--- config.mk ---
export PLATFORM = sky130hd
export DESIGN_NAME = bounded_ordered_list_engine_top
export DESIGN_NICKNAME = d
export VERILOG_FILES = /design/src/design/bole_pkg.sv /design/src/design/bole_ctrl.sv /design/src/design/bole_dp.sv /design/src/design/bounded_ordered_list_engine_top.sv
export SDC_FILE = /design/constraint.sdc
export NUM_CORES = 1
export LEC_CHECK = 0
export ABC_AREA = 1
export BUFFER_PORTS_ARGS = -buffer_cell sky130_fd_sc_hd__buf_2
export CELL_PAD_IN_SITES_DETAIL_PLACEMENT = 0
export CELL_PAD_IN_SITES_GLOBAL_PLACEMENT = 1
export CORE_MARGIN = 2
export CORE_UTILIZATION = 41
export CTS_CLUSTER_DIAMETER = 150
export CTS_CLUSTER_SIZE = 24
export DETAILED_ROUTE_END_ITERATION = 6
export GPL_TIMING_DRIVEN = 0
export PLACE_DENSITY_LB_ADDON = 0.05
export SYNTH_ARGS = -nofsm -noshare
export SYNTH_HDL_FRONTEND = slang
export SYNTH_HIERARCHICAL = 1
export SYNTH_SLANG_ARGS = --single-unit
--- constraint.sdc ---
create_clock -name clk -period 3.54 [get_ports clk]
set_clock_uncertainty 0.2 [all_clocks]
set_input_delay 0.354 -clock clk [delete_from_list [all_inputs] [get_ports clk]]
set_output_delay 0.354 -clock clk [all_outputs]
set_load 0.01 [all_outputs]
--- src/design/bole_pkg.sv ---
`default_nettype none
// ----------------------------------------------------------------------------
// bole_pkg
// Shared types and codes of the bounded ordered list engine.
// ----------------------------------------------------------------------------
package bole_pkg;

  localparam int BOLE_CAPACITY = 16;

  localparam int CMD_W  = 4;
  localparam int DATA_W = 32;
  localparam int POS_W  = 5;
  localparam int STAT_W = 2;

  localparam logic [CMD_W-1:0] CMD_ADD_BACK     = 4'd0;
  localparam logic [CMD_W-1:0] CMD_ADD_FRONT    = 4'd1;
  localparam logic [CMD_W-1:0] CMD_INSERT_AT    = 4'd2;
  localparam logic [CMD_W-1:0] CMD_REMOVE_BACK  = 4'd3;
  localparam logic [CMD_W-1:0] CMD_REMOVE_FRONT = 4'd4;
  localparam logic [CMD_W-1:0] CMD_REMOVE_AT    = 4'd5;
  localparam logic [CMD_W-1:0] CMD_FIND         = 4'd6;
  localparam logic [CMD_W-1:0] CMD_READ_AT      = 4'd7;
  localparam logic [CMD_W-1:0] CMD_CLEAR        = 4'd8;

  localparam logic [STAT_W-1:0] STAT_OK     = 2'd0;
  localparam logic [STAT_W-1:0] STAT_EMPTY  = 2'd1;
  localparam logic [STAT_W-1:0] STAT_BADPOS = 2'd2;
  localparam logic [STAT_W-1:0] STAT_FULL   = 2'd3;

  typedef enum logic [2:0] {
    FSM_IDLE,
    FSM_CHECK,
    FSM_SCAN,
    FSM_LAST,
    FSM_DONE
  } fsm_state_t;

  // Commands from the controller to the datapath.
  typedef struct packed {
    logic load;
    logic check;
    logic scan;
    logic write_last;
    logic finish;
  } bole_cmd_t;

  // Status from the datapath to the controller.
  typedef struct packed {
    logic need_scan;
    logic need_last;
    logic ins_pend;
    logic scan_done;
    logic out_free;
  } bole_sts_t;

endpackage
`default_nettype wire

--- src/design/bole_ctrl.sv ---
`default_nettype none
// ----------------------------------------------------------------------------
// bole_ctrl
// Sequencer of the list engine: accepts an item, steps the datapath through
// check, memory walk, final write and result hand-off.
// ----------------------------------------------------------------------------
module bole_ctrl (
  input  wire logic               clk,
  input  wire logic               rst_n,
  input  wire logic               in_valid,
  output logic                    in_ready,
  input  wire bole_pkg::bole_sts_t sts,
  output bole_pkg::bole_cmd_t     cmd
);
  import bole_pkg::*;

  fsm_state_t state_r, state_nxt;

  always_ff @(posedge clk) begin
    if (!rst_n) begin
      state_r <= FSM_IDLE;
    end else begin
      state_r <= state_nxt;
    end
  end

  always_comb begin
    state_nxt = state_r;
    in_ready  = 1'b0;
    cmd       = '0;
    unique case (state_r)
      FSM_IDLE: begin
        in_ready = 1'b1;
        if (in_valid) begin
          cmd.load  = 1'b1;
          state_nxt = FSM_CHECK;
        end
      end
      FSM_CHECK: begin
        cmd.check = 1'b1;
        if (sts.need_scan) begin
          state_nxt = FSM_SCAN;
        end else if (sts.need_last) begin
          state_nxt = FSM_LAST;
        end else begin
          state_nxt = FSM_DONE;
        end
      end
      FSM_SCAN: begin
        cmd.scan = 1'b1;
        if (sts.scan_done) begin
          state_nxt = sts.ins_pend ? FSM_LAST : FSM_DONE;
        end
      end
      FSM_LAST: begin
        cmd.write_last = 1'b1;
        state_nxt      = FSM_DONE;
      end
      FSM_DONE: begin
        if (sts.out_free) begin
          cmd.finish = 1'b1;
          state_nxt  = FSM_IDLE;
        end
      end
      default: begin
        state_nxt = FSM_IDLE;
      end
    endcase
  end

endmodule
`default_nettype wire

--- src/design/bole_dp.sv ---
`default_nettype none
// ----------------------------------------------------------------------------
// bole_dp
// Datapath of the list engine: entry memory, count, walk pointer with a
// registered read stage, command checks and the result register.
// ----------------------------------------------------------------------------
module bole_dp #(
  parameter int CAPACITY = bole_pkg::BOLE_CAPACITY
) (
  input  wire logic                              clk,
  input  wire logic                              rst_n,
  input  wire bole_pkg::bole_cmd_t               cmd,
  output bole_pkg::bole_sts_t                    sts,
  input  wire logic [bole_pkg::CMD_W-1:0]        in_command,
  input  wire logic signed [bole_pkg::DATA_W-1:0] in_data_in,
  input  wire logic [bole_pkg::POS_W-1:0]        in_position,
  output logic                                   out_valid,
  input  wire logic                              out_ready,
  output logic signed [bole_pkg::DATA_W-1:0]     out_data_out,
  output logic [bole_pkg::POS_W-1:0]             out_found_position,
  output logic                                   out_found,
  output logic [bole_pkg::POS_W-1:0]             out_count,
  output logic [bole_pkg::STAT_W-1:0]            out_status
);
  import bole_pkg::*;

  localparam int AW = $clog2(CAPACITY);
  localparam int CW = $clog2(CAPACITY + 1);
  localparam int PW = ((CW > POS_W) ? CW : POS_W) + 1;

  // Entry memory: one write and one registered read per cycle.
  logic [DATA_W-1:0] mem_r [CAPACITY];
  logic              we;
  logic [AW-1:0]     waddr;
  logic [DATA_W-1:0] wdata;
  logic              rd_en;
  logic [DATA_W-1:0] rd_data_r;

  // Item and walk state.
  logic [CMD_W-1:0]  cmd_r;
  logic [DATA_W-1:0] val_r;
  logic [POS_W-1:0]  pos_r;
  logic [CW-1:0]     count_r, count_nxt;
  logic [AW-1:0]     ptr_r, ptr_nxt;
  logic [AW-1:0]     lim_r, lim_nxt;
  logic [AW-1:0]     idx_r, idx_nxt;
  logic              dir_dn_r, dir_dn_nxt;
  logic              rd_act_r, rd_act_nxt;
  logic              rd_vld_r, rd_vld_nxt;
  logic [AW-1:0]     rd_addr_r;
  logic [STAT_W-1:0] st_r, st_nxt;
  logic              ins_pend_r, ins_pend_nxt;
  logic              found_r, found_nxt;
  logic [POS_W-1:0]  fpos_r, fpos_nxt;
  logic [DATA_W-1:0] dout_r, dout_nxt;
  logic              out_valid_r, out_valid_nxt;

  // Check-stage decode.
  logic [PW-1:0]     n_ext, p_ext, idx_w;
  logic              full, empty;
  logic              cls_add, cls_rem, cls_read, cls_find;
  logic [STAT_W-1:0] chk_st;
  logic              chk_ok, need_scan, need_last;
  logic              match;
  logic [AW:0]       fpos_w;

  assign n_ext = PW'(count_r);
  assign p_ext = PW'(pos_r);
  assign full  = (count_r == CW'(CAPACITY));
  assign empty = (count_r == '0);

  always_comb begin
    cls_add  = 1'b0;
    cls_rem  = 1'b0;
    cls_read = 1'b0;
    cls_find = 1'b0;
    chk_st   = STAT_OK;
    idx_w    = '0;
    unique case (cmd_r) inside
      CMD_ADD_BACK: begin
        cls_add = 1'b1;
        chk_st  = full ? STAT_FULL : STAT_OK;
        idx_w   = n_ext;
      end
      CMD_ADD_FRONT: begin
        cls_add = 1'b1;
        chk_st  = full ? STAT_FULL : STAT_OK;
      end
      CMD_INSERT_AT: begin
        cls_add = 1'b1;
        idx_w   = p_ext - PW'(1);
        if (p_ext == '0 || p_ext > n_ext + PW'(1)) begin
          chk_st = STAT_BADPOS;
        end else if (full) begin
          chk_st = STAT_FULL;
        end
      end
      CMD_REMOVE_BACK: begin
        cls_rem = 1'b1;
        chk_st  = empty ? STAT_EMPTY : STAT_OK;
        idx_w   = n_ext - PW'(1);
      end
      CMD_REMOVE_FRONT: begin
        cls_rem = 1'b1;
        chk_st  = empty ? STAT_EMPTY : STAT_OK;
      end
      CMD_REMOVE_AT, CMD_READ_AT: begin
        cls_rem  = (cmd_r == CMD_REMOVE_AT);
        cls_read = (cmd_r == CMD_READ_AT);
        idx_w    = p_ext - PW'(1);
        if (empty) begin
          chk_st = STAT_EMPTY;
        end else if (p_ext == '0 || p_ext > n_ext) begin
          chk_st = STAT_BADPOS;
        end
      end
      CMD_FIND: begin
        cls_find = 1'b1;
        chk_st   = empty ? STAT_EMPTY : STAT_OK;
      end
      default: begin
        chk_st = STAT_OK;
      end
    endcase
  end

  assign chk_ok = (chk_st == STAT_OK);
  // An add at the end needs no shift, only the final write.
  assign need_scan = chk_ok && ((cls_add && idx_w != n_ext) || cls_rem || cls_read || cls_find);
  assign need_last = chk_ok && cls_add;

  assign match  = rd_vld_r && cls_find && !found_r && (rd_data_r == val_r);
  assign fpos_w = {1'b0, rd_addr_r} + {{AW{1'b0}}, 1'b1};

  assign rd_en = cmd.scan && rd_act_r;

  // Memory write port: shifted entries during the walk, new value at the end.
  always_comb begin
    we    = 1'b0;
    waddr = idx_r;
    wdata = val_r;
    if (cmd.write_last) begin
      we = 1'b1;
    end else if (cmd.scan && rd_vld_r) begin
      if (cls_add) begin
        we    = 1'b1;
        waddr = rd_addr_r + AW'(1);
        wdata = rd_data_r;
      end else if (cls_rem && rd_addr_r != idx_r) begin
        we    = 1'b1;
        waddr = rd_addr_r - AW'(1);
        wdata = rd_data_r;
      end
    end
  end

  always_comb begin
    ptr_nxt       = ptr_r;
    lim_nxt       = lim_r;
    idx_nxt       = idx_r;
    dir_dn_nxt    = dir_dn_r;
    rd_act_nxt    = rd_act_r;
    rd_vld_nxt    = rd_en;
    st_nxt        = st_r;
    ins_pend_nxt  = ins_pend_r;
    found_nxt     = found_r;
    fpos_nxt      = fpos_r;
    dout_nxt      = dout_r;
    count_nxt     = count_r;
    out_valid_nxt = out_valid_r && !out_ready;

    if (cmd.load) begin
      found_nxt = 1'b0;
      fpos_nxt  = '0;
      dout_nxt  = '0;
    end

    if (cmd.check) begin
      st_nxt       = chk_st;
      idx_nxt      = AW'(idx_w);
      rd_act_nxt   = need_scan;
      ins_pend_nxt = need_last;
      dir_dn_nxt   = cls_add;
      if (cls_add) begin
        ptr_nxt = AW'(n_ext - PW'(1));
        lim_nxt = AW'(idx_w);
      end else if (cls_rem) begin
        ptr_nxt = AW'(idx_w);
        lim_nxt = AW'(n_ext - PW'(1));
      end else if (cls_find) begin
        ptr_nxt = '0;
        lim_nxt = AW'(n_ext - PW'(1));
      end else begin
        ptr_nxt = AW'(idx_w);
        lim_nxt = AW'(idx_w);
      end
    end

    if (cmd.scan) begin
      if (rd_act_r) begin
        if (ptr_r == lim_r) begin
          rd_act_nxt = 1'b0;
        end else begin
          ptr_nxt = dir_dn_r ? ptr_r - AW'(1) : ptr_r + AW'(1);
        end
      end
      if (rd_vld_r && (cls_read || (cls_rem && rd_addr_r == idx_r))) begin
        dout_nxt = rd_data_r;
      end
      if (match) begin
        found_nxt  = 1'b1;
        fpos_nxt   = POS_W'(fpos_w);
        rd_act_nxt = 1'b0;
      end
    end

    if (cmd.finish) begin
      if (cmd_r == CMD_CLEAR) begin
        count_nxt = '0;
      end else if (st_r == STAT_OK && cls_add) begin
        count_nxt = count_r + CW'(1);
      end else if (st_r == STAT_OK && cls_rem) begin
        count_nxt = count_r - CW'(1);
      end
      out_valid_nxt = 1'b1;
    end
  end

  always_ff @(posedge clk) begin
    if (we) begin
      mem_r[waddr] <= wdata;
    end
    if (rd_en) begin
      rd_data_r <= mem_r[ptr_r];
    end
  end

  always_ff @(posedge clk) begin
    if (!rst_n) begin
      count_r     <= '0;
      rd_act_r    <= 1'b0;
      rd_vld_r    <= 1'b0;
      out_valid_r <= 1'b0;
    end else begin
      count_r     <= count_nxt;
      rd_act_r    <= rd_act_nxt;
      rd_vld_r    <= rd_vld_nxt;
      out_valid_r <= out_valid_nxt;
    end
  end

  always_ff @(posedge clk) begin
    if (cmd.load) begin
      cmd_r <= in_command;
      val_r <= in_data_in;
      pos_r <= in_position;
    end
    rd_addr_r  <= ptr_r;
    ptr_r      <= ptr_nxt;
    lim_r      <= lim_nxt;
    idx_r      <= idx_nxt;
    dir_dn_r   <= dir_dn_nxt;
    st_r       <= st_nxt;
    ins_pend_r <= ins_pend_nxt;
    found_r    <= found_nxt;
    fpos_r     <= fpos_nxt;
    dout_r     <= dout_nxt;
    if (cmd.finish) begin
      out_data_out       <= dout_r;
      out_found_position <= fpos_r;
      out_found          <= found_r;
      out_count          <= POS_W'(count_nxt);
      out_status         <= st_r;
    end
  end

  assign out_valid = out_valid_r;

  assign sts.need_scan = need_scan;
  assign sts.need_last = need_last;
  assign sts.ins_pend  = ins_pend_r;
  assign sts.scan_done = (!rd_act_r && !rd_vld_r) || found_r;
  assign sts.out_free  = !out_valid_r || out_ready;

endmodule
`default_nettype wire

--- src/design/bounded_ordered_list_engine_top.sv ---
`default_nettype none
// ----------------------------------------------------------------------------
// bounded_ordered_list_engine_top
// Ordered list of up to CAPACITY signed 32-bit values with 1-based positions.
// ----------------------------------------------------------------------------
// Usage:
//   One command item enters on the in_ channel (valid/ready) and yields
//   exactly one result item on the out_ channel (valid/ready).
//   The block works on one item at a time. Commands that need no memory walk
//   go from the check straight to the result, adds at the back through the
//   final write. Shifting inserts, removals, reads and searches walk the entry
//   memory one entry per cycle; a shifting insert then makes the final write.
//   A new item is taken the cycle after a result is loaded.
//   The result sits in an output register, so the next item is accepted
//   while an earlier result still waits. When the receiver stalls, the
//   following item finishes its work and then waits until the output
//   register is free; in_ready stays low meanwhile.
//   Reset (rst_n low, synchronous) empties the list and drops any pending
//   result. The entry memory itself is not cleared; entries at or above the
//   count are never read.
// ----------------------------------------------------------------------------
module bounded_ordered_list_engine_top #(
  parameter int CAPACITY = bole_pkg::BOLE_CAPACITY
) (
  input  wire logic                               clk,
  input  wire logic                               rst_n,
  input  wire logic                               in_valid,
  output logic                                    in_ready,
  input  wire logic [bole_pkg::CMD_W-1:0]         in_command,
  input  wire logic signed [bole_pkg::DATA_W-1:0] in_data_in,
  input  wire logic [bole_pkg::POS_W-1:0]         in_position,
  output logic                                    out_valid,
  input  wire logic                               out_ready,
  output logic signed [bole_pkg::DATA_W-1:0]      out_data_out,
  output logic [bole_pkg::POS_W-1:0]              out_found_position,
  output logic                                    out_found,
  output logic [bole_pkg::POS_W-1:0]              out_count,
  output logic [bole_pkg::STAT_W-1:0]             out_status
);
  import bole_pkg::*;

  bole_cmd_t cmd;
  bole_sts_t sts;

  bole_ctrl u_ctrl (
    .clk      (clk),
    .rst_n    (rst_n),
    .in_valid (in_valid),
    .in_ready (in_ready),
    .sts      (sts),
    .cmd      (cmd)
  );

  bole_dp #(
    .CAPACITY (CAPACITY)
  ) u_dp (
    .clk                (clk),
    .rst_n              (rst_n),
    .cmd                (cmd),
    .sts                (sts),
    .in_command         (in_command),
    .in_data_in         (in_data_in),
    .in_position        (in_position),
    .out_valid          (out_valid),
    .out_ready          (out_ready),
    .out_data_out       (out_data_out),
    .out_found_position (out_found_position),
    .out_found          (out_found),
    .out_count          (out_count),
    .out_status         (out_status)
  );

endmodule
`default_nettype wire
# After elaboration in Yosys (flattened, before gate mapping)
# Memories as Yosys holds them, arrays and structs flattened. A register that Yosys moved wholly into a read port is not among the register bits.
# Index checks and enable logic that the tools add are counted.
[totals]
wordCells = 168
out_inout_bits = 47
memories = 1
inputBits = 45
ram_bits = 512
reg_bits = 155
[memory_table]
columns = ["name", "depth", "width", "read_ports", "rd_clocked_by_memory_dff", "wr", "line", "source"]
rows = [
  ["u_dp.mem_r", 16, 32, 1, 1, 1, "bole_dp.sv:32", "logic [DATA_W-1:0] mem_r [CAPACITY];"],
]
[op_classes]
add_sub_neg = 10
n_lt_le_gt_ge = 2
muxes = 70
reduce_logical = 41
n_eq_ne = 21
[ops]
columns = ["op", "n"]
rows = [
  ["32-bit two-way mux", 7],
  ["4-bit two-way mux", 15],
  ["5-bit two-way mux", 7],
  ["32-bit equality test", 1],
  ["1-bit two-way mux", 27],
  ["3-bit two-way mux", 6],
  ["6-bit one-hot mux with 3 select lines", 1],
  ["4-bit by 3-bit equality test with 1-bit output, second input constant", 4],
  ["1-bit logical AND", 15],
  ["3-bit one-hot mux with 5 select lines", 1],
  ["5-bit by 1-bit subtractor with 6-bit output, second input constant", 2],
  ["3-bit OR reduction", 3],
  ["4-bit by 1-bit adder with 4-bit output, second input constant", 2],
  ["4-bit by 2-bit equality test with 1-bit output, second input constant", 2],
  ["4-bit equality test", 2],
  ["1-bit logical OR", 8],
  ["2-bit two-way mux", 4],
  ["2-bit one-hot mux with 4 select lines", 1],
  ["4-bit by 1-bit subtractor with 4-bit output, second input constant", 2],
  ["5-bit by 1-bit adder with 6-bit output, second input constant", 1],
  ["3-bit by 2-bit equality test with 1-bit output, second input constant", 2],
  ["5-bit by 6-bit > comparator with 1-bit output", 1],
  ["6-bit zero test", 1],
  ["2-bit inequality test, second input constant", 3],
  ["other kinds (19)", 26],
]

# Longest topological paths before layout
[depth]
word_depth = 14
mapped_depth = 23
ltp_nobuf = 22

# Hierarchy
# The synthesis kept the hierarchy.
[modules_own_cells]
columns = ["module", "cells_each", "area_per_inst_um2", "n_inst"]
rows = [
  ["bole_dp", 2154, 27953.1, 1],
  ["bole_ctrl", 51, 292.8, 1],
]

# Worst setup path before layout
# OpenSTA, ideal clock, no wires.
[synth_path]
path_kind = "register -> register"
startpoint = "register u_ctrl.state_r[1]"
endpoint = "register u_dp.count_r[3]"
slack_ps = -374
t_required_ps = 3270
synth_period_minus_slack_ps = 3914
path_buffers = 0
path_stages_with_launch = 10
arrival_ps = 3645
path_cell_list = "dfxtp_1 nor2_2 nand2_1 nor2_1 inv_1 a21oi_1 nor2_1 nor2_1 nand2_1 a21oi_1"
[synth_lines]
columns = ["item", "line", "source"]
rows = [
  ["start: declaration", "bole_ctrl.sv:17", "fsm_state_t state_r, state_nxt;"],
  ["start signal: assignment", "bole_ctrl.sv:23", "state_r <= state_nxt;"],
  ["end signal: assignment", "bole_dp.sv:245", "count_r <= count_nxt;"],
  ["end: declaration", "bole_dp.sv:43", "logic [CW-1:0] count_r, count_nxt;"],
]

==> flow_summary_export.csv <==
group,metric,value,unit
setup_path,path_class,"reg -> reg",
clock_network,cts_buffer_depth,3,
worst_hold_path,whs_path_depth,7,
final_layout,layout_common_cells,"edfxtp_1 (642), nor2_1 (307), o21ai_0 (282)",
setup_path,regToRegSetupSlack,0.12,ns
drt,ant_nets,0,
clock_network,h-tree-depth,2,
drt,via_per_inst,5.71,
drt,drt_iter0_markers,1981,
floorplanning,core_area,68300,µm²
final_layout,area_delta_synth_final,13.0,%
yosys,synth_area,28200,µm²
drt,wire_per_inst,27.3,µm
final_layout,antennaDiodeCount,0,
yosys,avgSynthCellArea,12.8,µm²
sta,post-route-period-util,96.7,%
global_routing,grt_max_degree,36,
clock_network,clk_pin_slew,0.11,ns
sta,relSlewSlack,16.4,%
final_layout,fillers,6182,
floorplanning,initial_utilization,41.3,%
clock_network,postCtsSetupRepairBufs,0,
drt,wl,90000,µm
worst_hold_path,min-delay-start,"in_valid",
global_routing,antenna_found_initial,0,
run,drv_cap,0,
yosys,ys_warn_count,6,
drt,drt_pass1_iterations,7,
yosys,synthFlopType,"edfxtp_1",
drt,vias,18800,
setup_path,worst_setup_path_start_kind,"flop",
setup_path,r2r-end,"u_dp/rd_data_r[5]$_DFFE_PP_",
sta,hold_violations,0,
yosys,yosysSeqAreaShare,72.3,%
clock_network,cts_root_buffer,"clkbuf_16",
placement,gp_congestion,0.884,
yosys,ys_types,45,
floorplanning,die_w,266,µm
pwr,p_leak,10.7,nW
sta,clock.fmax,292,MHz
global_routing,grt_overflow,0,
yosys,ys_seq_elements,699,
pwr,ir_drop,0.395,mV
clock_network,cts.sinks,699,
setup_path,crit_path_max_fanout,10,
yosys,synth_edf_count,642,
sta,setup_viol,0,
sta,hold_ws,0.0507,ns
setup_path,cp.arrival,3.64,ns
global_routing,grt_pass1_vias,18100,
placement,buffer_ports.inserted,91,
pwr,p_per_area,675,nW/µm²
setup_path,required,3.76,ns
clock_network,clock_latency,0.60,ns
worst_hold_path,hold_end,"u_ctrl/state_r[2]$_SDFFE_PN0P_",
final_layout,multi_input_area,6960,µm²
final_layout,drive_gt1_share,13.1,%
yosys,synth-async-reset-ratio,0,%
floorplanning,die_height,266,µm
global_routing,gr-usage-all-layers,25.4,%
setup_path,r2r_cells,6,
sta,period_minus_slack,3.42,ns
floorplanning,die_area,71000,µm²
setup_path,startpoint,"u_dp/ptr_r[1]$_DFF_P_",
worst_hold_path,hold_class,"in -> reg",
sta,rsz0062_at_grt,"no",
sta,worstMarginPinSlew,1.25,ns
clock_network,cts_tree,"done",
placement,dp_slack,-0.163,ns
final_layout,num-nets-final,2463,
setup_path,crit_path_end_kind,"flop",
sta,slew_violations,0,
final_layout,layout_commonest_cell,"edfxtp_1",
clock_network,cts_buffers,35,
floorplanning,row_count,96,
final_layout,seqCellArea,20400,µm²
floorplanning,io_pins,92,
status,status,"finished, final reports clean",
drt,drc,0,
yosys,syn_inst,2205,
setup_path,worst_r2r_startpoint,"u_dp/ptr_r[1]$_DFF_P_",
sta,fin_ws,0.117,ns
global_routing,grt_pass1_wl,129000,µm
yosys,syn-num-nets,2268,
placement,dp_hpwl,62300,µm
-- synth_stat cells, types with 10 or more instances --
cell / number / area share (%)
edfxtp_1: 642 / 68
nand3_1: 93 / 1.6
buf_6: 12 / 0.48
nor2_1: 325 / 4.3
ha_1: 17 / 0.75
buf_2: 19 / 0.34
o21ai_1: 25 / 0.44
clkbuf_1: 85 / 1.1
nand2_1: 184 / 2.4
o221ai_1: 93 / 2.9
nand2_2: 14 / 0.31
inv_1: 101 / 1.3
xor2_1: 10 / 0.31
o21ai_0: 282 / 5.0
o22ai_1: 49 / 1.1
xnor2_1: 12 / 0.37
o211ai_1: 39 / 1.0
inv_2: 10 / 0.13
dfxtp_1: 57 / 4.0
a21oi_1: 15 / 0.27
o21ai_2: 46 / 1.4
-- critical path, cell delays in order (launching register included) --
cell and delay [ns]:
dfxtp_1 0.73, clkbuf_1 0.75, clkbuf_1 0.62, o21ai_0 0.19
o221ai_1 0.22, o211ai_1 0.25, nand2_1 0.27
-- power breakdown --
part	leakage, nW	switching (W)	internal (W)
clock	0.479	0.00261	0.00191
combinational	3.97	0.00561	0.00180
sequential	6.28	0.000169	0.00942
-- registers in the layout (all words and copies together) (netlist names), 2 cells and up --
signal                   cells
u_dp/pos_r                   5
u_dp/count_r                 5
u_dp/lim_r                   4
u_dp/ptr_r                   4
u_dp/idx_r                   4
u_dp/val_r                  32
u_dp/out_data_out           32
u_dp/out_found_position      5
u_dp/mem_r                 512
u_dp/out_count               5
u_dp/rd_addr_r               4
u_dp/cmd_r                   4
u_dp/dout_r                 32
u_dp/st_r                    2
u_dp/out_status              2
u_dp/fpos_r                  5
u_dp/rd_data_r              32
u_ctrl/state_r               3
-- kinds of logic (layout without fill, tap and decap cells) --
group | Yosys count | count (layout) | share of synthesized area (%)
flip-flops | 699 | 699 | 72.3
AND/OR/NAND/NOR | 656 | 656 | 9.82
AO/OA/AOI/OAI | 568 | 568 | 12.7
buffers and inverters | 242 | 450 | 3.70
XOR/XNOR | 22 | 22 | 0.682
adder cells (fa/ha/maj) | 18 | 18 | 0.824
-- worst max path at each step --
stage | endpoint | slack, ns | cells after the start
2_1_floorplan | u_dp/dout_r[4]$_DFF_P_ | 0.08 | 7
3_3_place_gp | u_dp/mem_r[13][25]$_DFFE_PP_ | -2.30 | 11
3_5_place_dp | u_ctrl/state_r[1]$_SDFFE_PN0P_ | -0.16 | 22
4_1_cts | u_dp/mem_r[2][18]$_DFFE_PP_ | 0.02 | 9
5_1_grt | u_dp/rd_data_r[5]$_DFFE_PP_ | 0.008 | 6
6_report | u_dp/rd_data_r[5]$_DFFE_PP_ | 0.12 | 6
-- through the flow --
stage          setup TNS, ns  std cells  cell area (µm²)  power (W)  utilization (%)
5_1_grt                    0       3295            31900     0.0224             46.7
3_5_place_dp          -0.412       3201            30400     0.0171             44.5
3_3_place_gp        -1150.48       3178            29800     0.0170             43.6
6_report                   0       3295            31900     0.0215             46.7
2_1_floorplan              0       2205            28200     0.0136                -
4_1_cts                    0       3295            31900     0.0216             46.7
-- area by class of cell --
class	instances	area share [%]
buffer	129	1.93
clock buffer	47	2.95
clock inverter	3	0.173
sequential	699	64.0
timing repair buffer	158	4.34
inverter	113	1.35
tap	882	3.46
multi-input combinational	1264	21.8
-- per-layer routing --
layer  up-vias  share of wire [%]  global-route usage, %
met5         -                  0                      0
met4         0                2.0                   6.21
met3       102                6.3                   2.79
met2       685                 47                   41.2
met1      9527                 45                   36.6
li1       8486                  -                      -
-- what timing repair did --
item | 4_1_cts | 5_1_grt
hold endpoints to repair | 51 | 0
gates resized for setup | 2 | 6
pin swaps | 0 | 2
hold buffers | 44 | 0
setup endpoints to repair | 3 | 68
(Power assumes the default switching activity.)
